$ cat config.mk
export PLATFORM = sky130hd
export DESIGN_NAME = dmxpk_store
export DESIGN_NICKNAME = d
export VERILOG_FILES = /design/src/hdl/dmxpk_pkg.sv /design/src/hdl/dmxpk_store.sv
export SDC_FILE = /design/constraint.sdc
export NUM_CORES = 2
export LEC_CHECK = 0
export ABC_AREA = 1
export BUFFER_PORTS_ARGS = -buffer_cell sky130_fd_sc_hd__buf_2
export CORE_UTILIZATION = 39
export CTS_BUF_LIST = sky130_fd_sc_hd__clkbuf_8
export DETAILED_ROUTE_END_ITERATION = 10
export PLACE_DENSITY = 0.52
export SETUP_SLACK_MARGIN = 0.1
export SYNTH_ARGS = -nofsm -noshare
export SYNTH_HDL_FRONTEND = slang
export SYNTH_SLANG_ARGS = --single-unit
$ cat constraint.sdc
create_clock -name clk_i -period 20.1 [get_ports clk_i]
set_input_delay 2.01 -clock clk_i [delete_from_list [all_inputs] [get_ports clk_i]]
set_output_delay 2.01 -clock clk_i [all_outputs]
set_load 0.03 [all_outputs]
$ cat src/hdl/dmxpk_pkg.sv
// Shared constants, opcodes and types of the DMX USB packet encoder.
// No dependencies; imported by every module of the block.
package dmxpk_pkg;

  localparam int unsigned MAX_CHANNELS = 512;
  localparam int unsigned MAX_ZERO_RUN = 100;

  localparam int unsigned ADDR_W  = $clog2(MAX_CHANNELS);
  localparam int unsigned POS_W   = ADDR_W + 1;
  localparam int unsigned CNT_W   = 10;
  localparam int unsigned RUN_W   = $clog2(MAX_ZERO_RUN + 2);
  localparam int unsigned BYTE_W  = 8;
  localparam int unsigned OP_W    = 3;
  localparam int unsigned N_BYTES = 7;
  localparam int unsigned SLOT_W  = $clog2(N_BYTES);

  // channels kept back for the trailing six-channel payload
  localparam int unsigned TAIL_KEEP = 6;
  localparam int unsigned CHAN7_LEN = 7;

  localparam logic [OP_W-1:0] OP_CHAN7 = 3'd2;
  localparam logic [OP_W-1:0] OP_CHAN1 = 3'd3;
  localparam logic [OP_W-1:0] OP_START = 3'd4;
  localparam logic [OP_W-1:0] OP_SKIP  = 3'd5;

  localparam logic KIND_WRITE = 1'b0;
  localparam logic KIND_FETCH = 1'b1;

  typedef struct packed {
    logic              en;
    logic              we;
    logic [ADDR_W-1:0] addr;
    logic [BYTE_W-1:0] wdata;
  } mem_req_t;

endpackage

$ cat src/hdl/dmxpk_store.sv
// Channel level store: one-port synchronous RAM with registered read data.
// Clears itself after reset. Depends on dmxpk_pkg.
module dmxpk_store (
  input  logic                        clk_i,
  input  logic                        rst_ni,
  input  dmxpk_pkg::mem_req_t         req_i,
  output logic [dmxpk_pkg::BYTE_W-1:0] rdata_o,
  output logic                        clr_busy_o
);
  import dmxpk_pkg::*;

  logic [BYTE_W-1:0] mem_q [MAX_CHANNELS];
  logic [BYTE_W-1:0] rdata_q;
  logic [POS_W-1:0]  clr_cnt_q;
  logic              clr_busy;

  assign clr_busy   = clr_cnt_q < POS_W'(MAX_CHANNELS);
  assign clr_busy_o = clr_busy;
  assign rdata_o    = rdata_q;

  always_ff @(posedge clk_i or negedge rst_ni) begin
    if (!rst_ni) begin
      clr_cnt_q <= '0;
    end else if (clr_busy) begin
      clr_cnt_q <= clr_cnt_q + POS_W'(1);
    end
  end

  always_ff @(posedge clk_i) begin
    if (clr_busy) begin
      mem_q[clr_cnt_q[ADDR_W-1:0]] <= '0;
    end else if (req_i.en && req_i.we) begin
      mem_q[req_i.addr] <= req_i.wdata;
    end
  end

  always_ff @(posedge clk_i) begin
    if (req_i.en && !req_i.we) begin
      rdata_q <= mem_q[req_i.addr];
    end
  end

endmodule

==> results_dict.tcl <==
set metrics [dict create \
    cp_slowest_cell "buf_4" \
    hold_violations 0 \
    clockPowerShare_pct 40.0 \
    syn-cell-area_mm2 0.166 \
    crit_top_cell "nand3_1" \
    antenna_found_initial 22 \
    synth_area_per_cell_um2 11.9 \
    p_int_mw 12.8 \
    end_kind "flop" \
    netlist.top_cell.by_area "edfxtp_1" \
    setup_viol 0 \
    synth_top_family_by_area "simple AND/OR/NAND/NOR gates" \
    vias 108000 \
    start_kind "input pin" \
    p_sw_share_pct 23.9 \
    cts.sinks 4114 \
    synth-simple-area-share_pct 23.1 \
    num_rows 239 \
    wl_per_cell_um 24.7 \
    slew-limit-headroom_pct 15.2 \
    rsz0062_at_grt "false" \
    status "completed" \
    cts-root-buf "clkbuf_8" \
    cp_max_fo 123 \
    peakVddDrop_uv 80.1 \
    clockBufferDepth 4 \
    track_usage_pct 22.6 \
    synth_compound_area_share_pct 0.0482 \
    syn-num-nets 14000 \
    skew_ps 64.7 \
    first_pass_iters 6 \
    slew_viol_final 0 \
    crit_required_ps 21150 \
    synth-seq-cells 4114 \
    clock_latency_ps 1220 \
    antenna_left 0 \
    dp_hpwl_um 263000 \
    maxCapViolations 0 \
    grt_pass1_wl_um 722000 \
    power_frac_seq_pct 55.4 \
    synth_xor_area_share_pct 0.0422 \
    dieWidth_um 654 \
    layout.cells.non_filler 20100 \
    multiInputGateArea_mm2 0.0386 \
    viasPerCell 5.39 \
    start_util_pct 39.2 \
    syn2layout_area_growth_pct 10.3 \
    io_buffers 29 \
    die_h_um 654 \
    synth_edf_count 4104 \
    synth_ff_type "edfxtp_1" \
    arrival_ps 8760 \
    max_stage_delay_ps 790 \
    dieArea_mm2 0.428 \
    register_area_mm2 0.123 \
    core_mm2 0.424 \
    synth_top_area_share_pct 74.2 \
    cts_resized 0 \
    finalCritPeriodShare_pct 38.4 \
    hp-class "reg2reg" \
    grt_start_max_net_pins 201 \
    drtIter0Drc 11600 \
    powerDensity_mw_per_mm2 91.6 \
    netlist_instances 14000 \
    yosys.cell_types.count 26 \
    tns_ps 0 \
    fin_crit_ps 7720 \
    synthMuxAreaShare_pct 0 \
    hold_buffers 0 \
    worst-slew-pin-transition_ps 1270 \
    p_leak_nw 66.8 \
    synth_adder_area_share_pct 0.00754 \
    grt_pass1_vias 104000 \
    globalplace.congestion 0.802 \
    totalWireLength_um 495000 \
    pwr-share-comb_pct 4.6 \
    yosys_warnings 0 \
    max_freq_ghz 0.130 \
    drc_errors 0 \
    ys_seq_area_share_pct 74.4 \
    ios 30 \
    fin_nets 13900 \
    async_reset_ff_share_pct 0.243 \
    overflow 0 \
    postCtsSetupRepairBufs 0 \
    crit_chain "buf_12 -> buf_4 -> buf_4 -> buf_4 -> buf_4 -> buf_4 -> nand2_1 -> nand3_1 -> nand3_1 -> nand3_1 -> nand3_1 -> nand3_1 -> nand3_1 -> nand3_1 -> nand3_1 -> nand2_1" \
    synth_area_leaders "edfxtp_1 74%, nand3_1 12%, nand2_1 9.4%, clkbuf_1 1.4%, nor2_1 1.2%" \
    critPathKind "in2reg" \
    drive_gt1_share_pct 7.40 \
    clkTransAtPathRegs_ps 60 \
    p_sw_mw 4.00 \
    cts_tree "yes" \
    numCtsBuffers 691 \
    cts_max_level 6 \
    fillCellCount 39400 \
    dp_cells 18800 \
]
-- kinds of logic after synthesis --
logic type	Yosys count
buffers and inverters	1025
flip-flops	4114
XOR/XNOR	8
AO/OA/AOI/OAI	10
AND/OR/NAND/NOR	8801
adder cells (fa/ha/maj)	1
-- final cells by class --
class	instances	share of cell area [%]
repair buffers	207	0.947
diodes	8	0.0109
inverters	39	0.0997
well taps	5663	3.87
multi-input cells	8820	21.1
clock inverters	509	1.27
clock buffers	703	5.28
flip-flops and latches	4114	67.4
-- registers in the layout, indices dropped and copies added, names as in the netlist --
register and count:
mem_q 4096, clr_cnt_q 10, rdata_o 8
-- synth_stat cells (all sizes together), types with 4 or more instances --
cell type,count
clkbuf,606
nand2,4163
xor2,6
o21ai,9
nor3,6
buf,380
edfxtp,4104
dfrtp,10
inv,39
nor2,539
nand3,4086
or2,4
-- cell usage in the layout, fill, tap and decap left out, types with 9 or more instances in the layout --
cell type / count
clkinv_2: 28
inv_8: 15
nand2_2: 13
buf_2: 23
nor2_4: 12
nor2_1: 518
inv_6: 21
clkinv_1: 197
inv_1: 262
nand3_1: 4082
buf_12: 17
dfrtp_1: 10
nor2_2: 9
clkinvlp_4: 10
buf_4: 163
edfxtp_1: 4104
clkbuf_8: 703
nand2_4: 12
nand2_1: 4138
-- critical path: cells and delay by family --
kind | cells | cell delay, ps
buf+inv | 6 | 4030
simple gates | 10 | 2260
-- metal layers --
layer / wire length [um] / vias up / track usage [%]
li1: - / 49600 / -
met5: 48 / - / 0
met2: 228000 / 3941 / 35.3
met4: 14000 / 6 / 6.96
met3: 34500 / 750 / 3.52
met1: 219000 / 53900 / 32.5
-- stage by stage --
| stage | hold WS [ps] | util [%] | total power [mW] | instance area [um^2] | setup WS, ps |
|---|---|---|---|---|---|
| floorplan | 442 | - | 9.95 | 166000 | 3240 |
| global placement | 465 | 40.4 | 10.2 | 171000 | 11360 |
| detailed placement | 469 | 40.4 | 10.2 | 171000 | 11370 |
| CTS | 481 | 43.2 | 16.9 | 183000 | 12680 |
| global route | 523 | 43.2 | 17.3 | 183000 | 12280 |
| finish | 476 | 43.2 | 16.8 | 183000 | 12380 |
-- worst paths after layout --
kind	to	from	cells after the start	slack [ps]
setup / recovery	rdata_o[3]	req_i[8]	16	12380
hold / removal	clr_cnt_q[5]	clr_cnt_q[5]	1	480
setup reg to reg	mem_q[22][5]	clr_cnt_q[9]	8	14700
hold reg to reg	clr_cnt_q[5]	clr_cnt_q[5]	1	480
max in group asynchronous	clr_cnt_q[4]	rst_ni	1	19220
min in group asynchronous	clr_cnt_q[9]	rst_ni	1	650
-- power by group through the flow --
stage                     clock, mW  combinational, mW  sequential (mW)
after global placement            0              0.761             9.48
after CTS                      6.83              0.764             9.30
after detailed placement          0              0.762             9.48
after global routing           7.20              0.824             9.29
after floorplan                   0              0.477             9.47
final                          6.71              0.766             9.30
No activity file was read; power rests on OpenSTA's default activity.
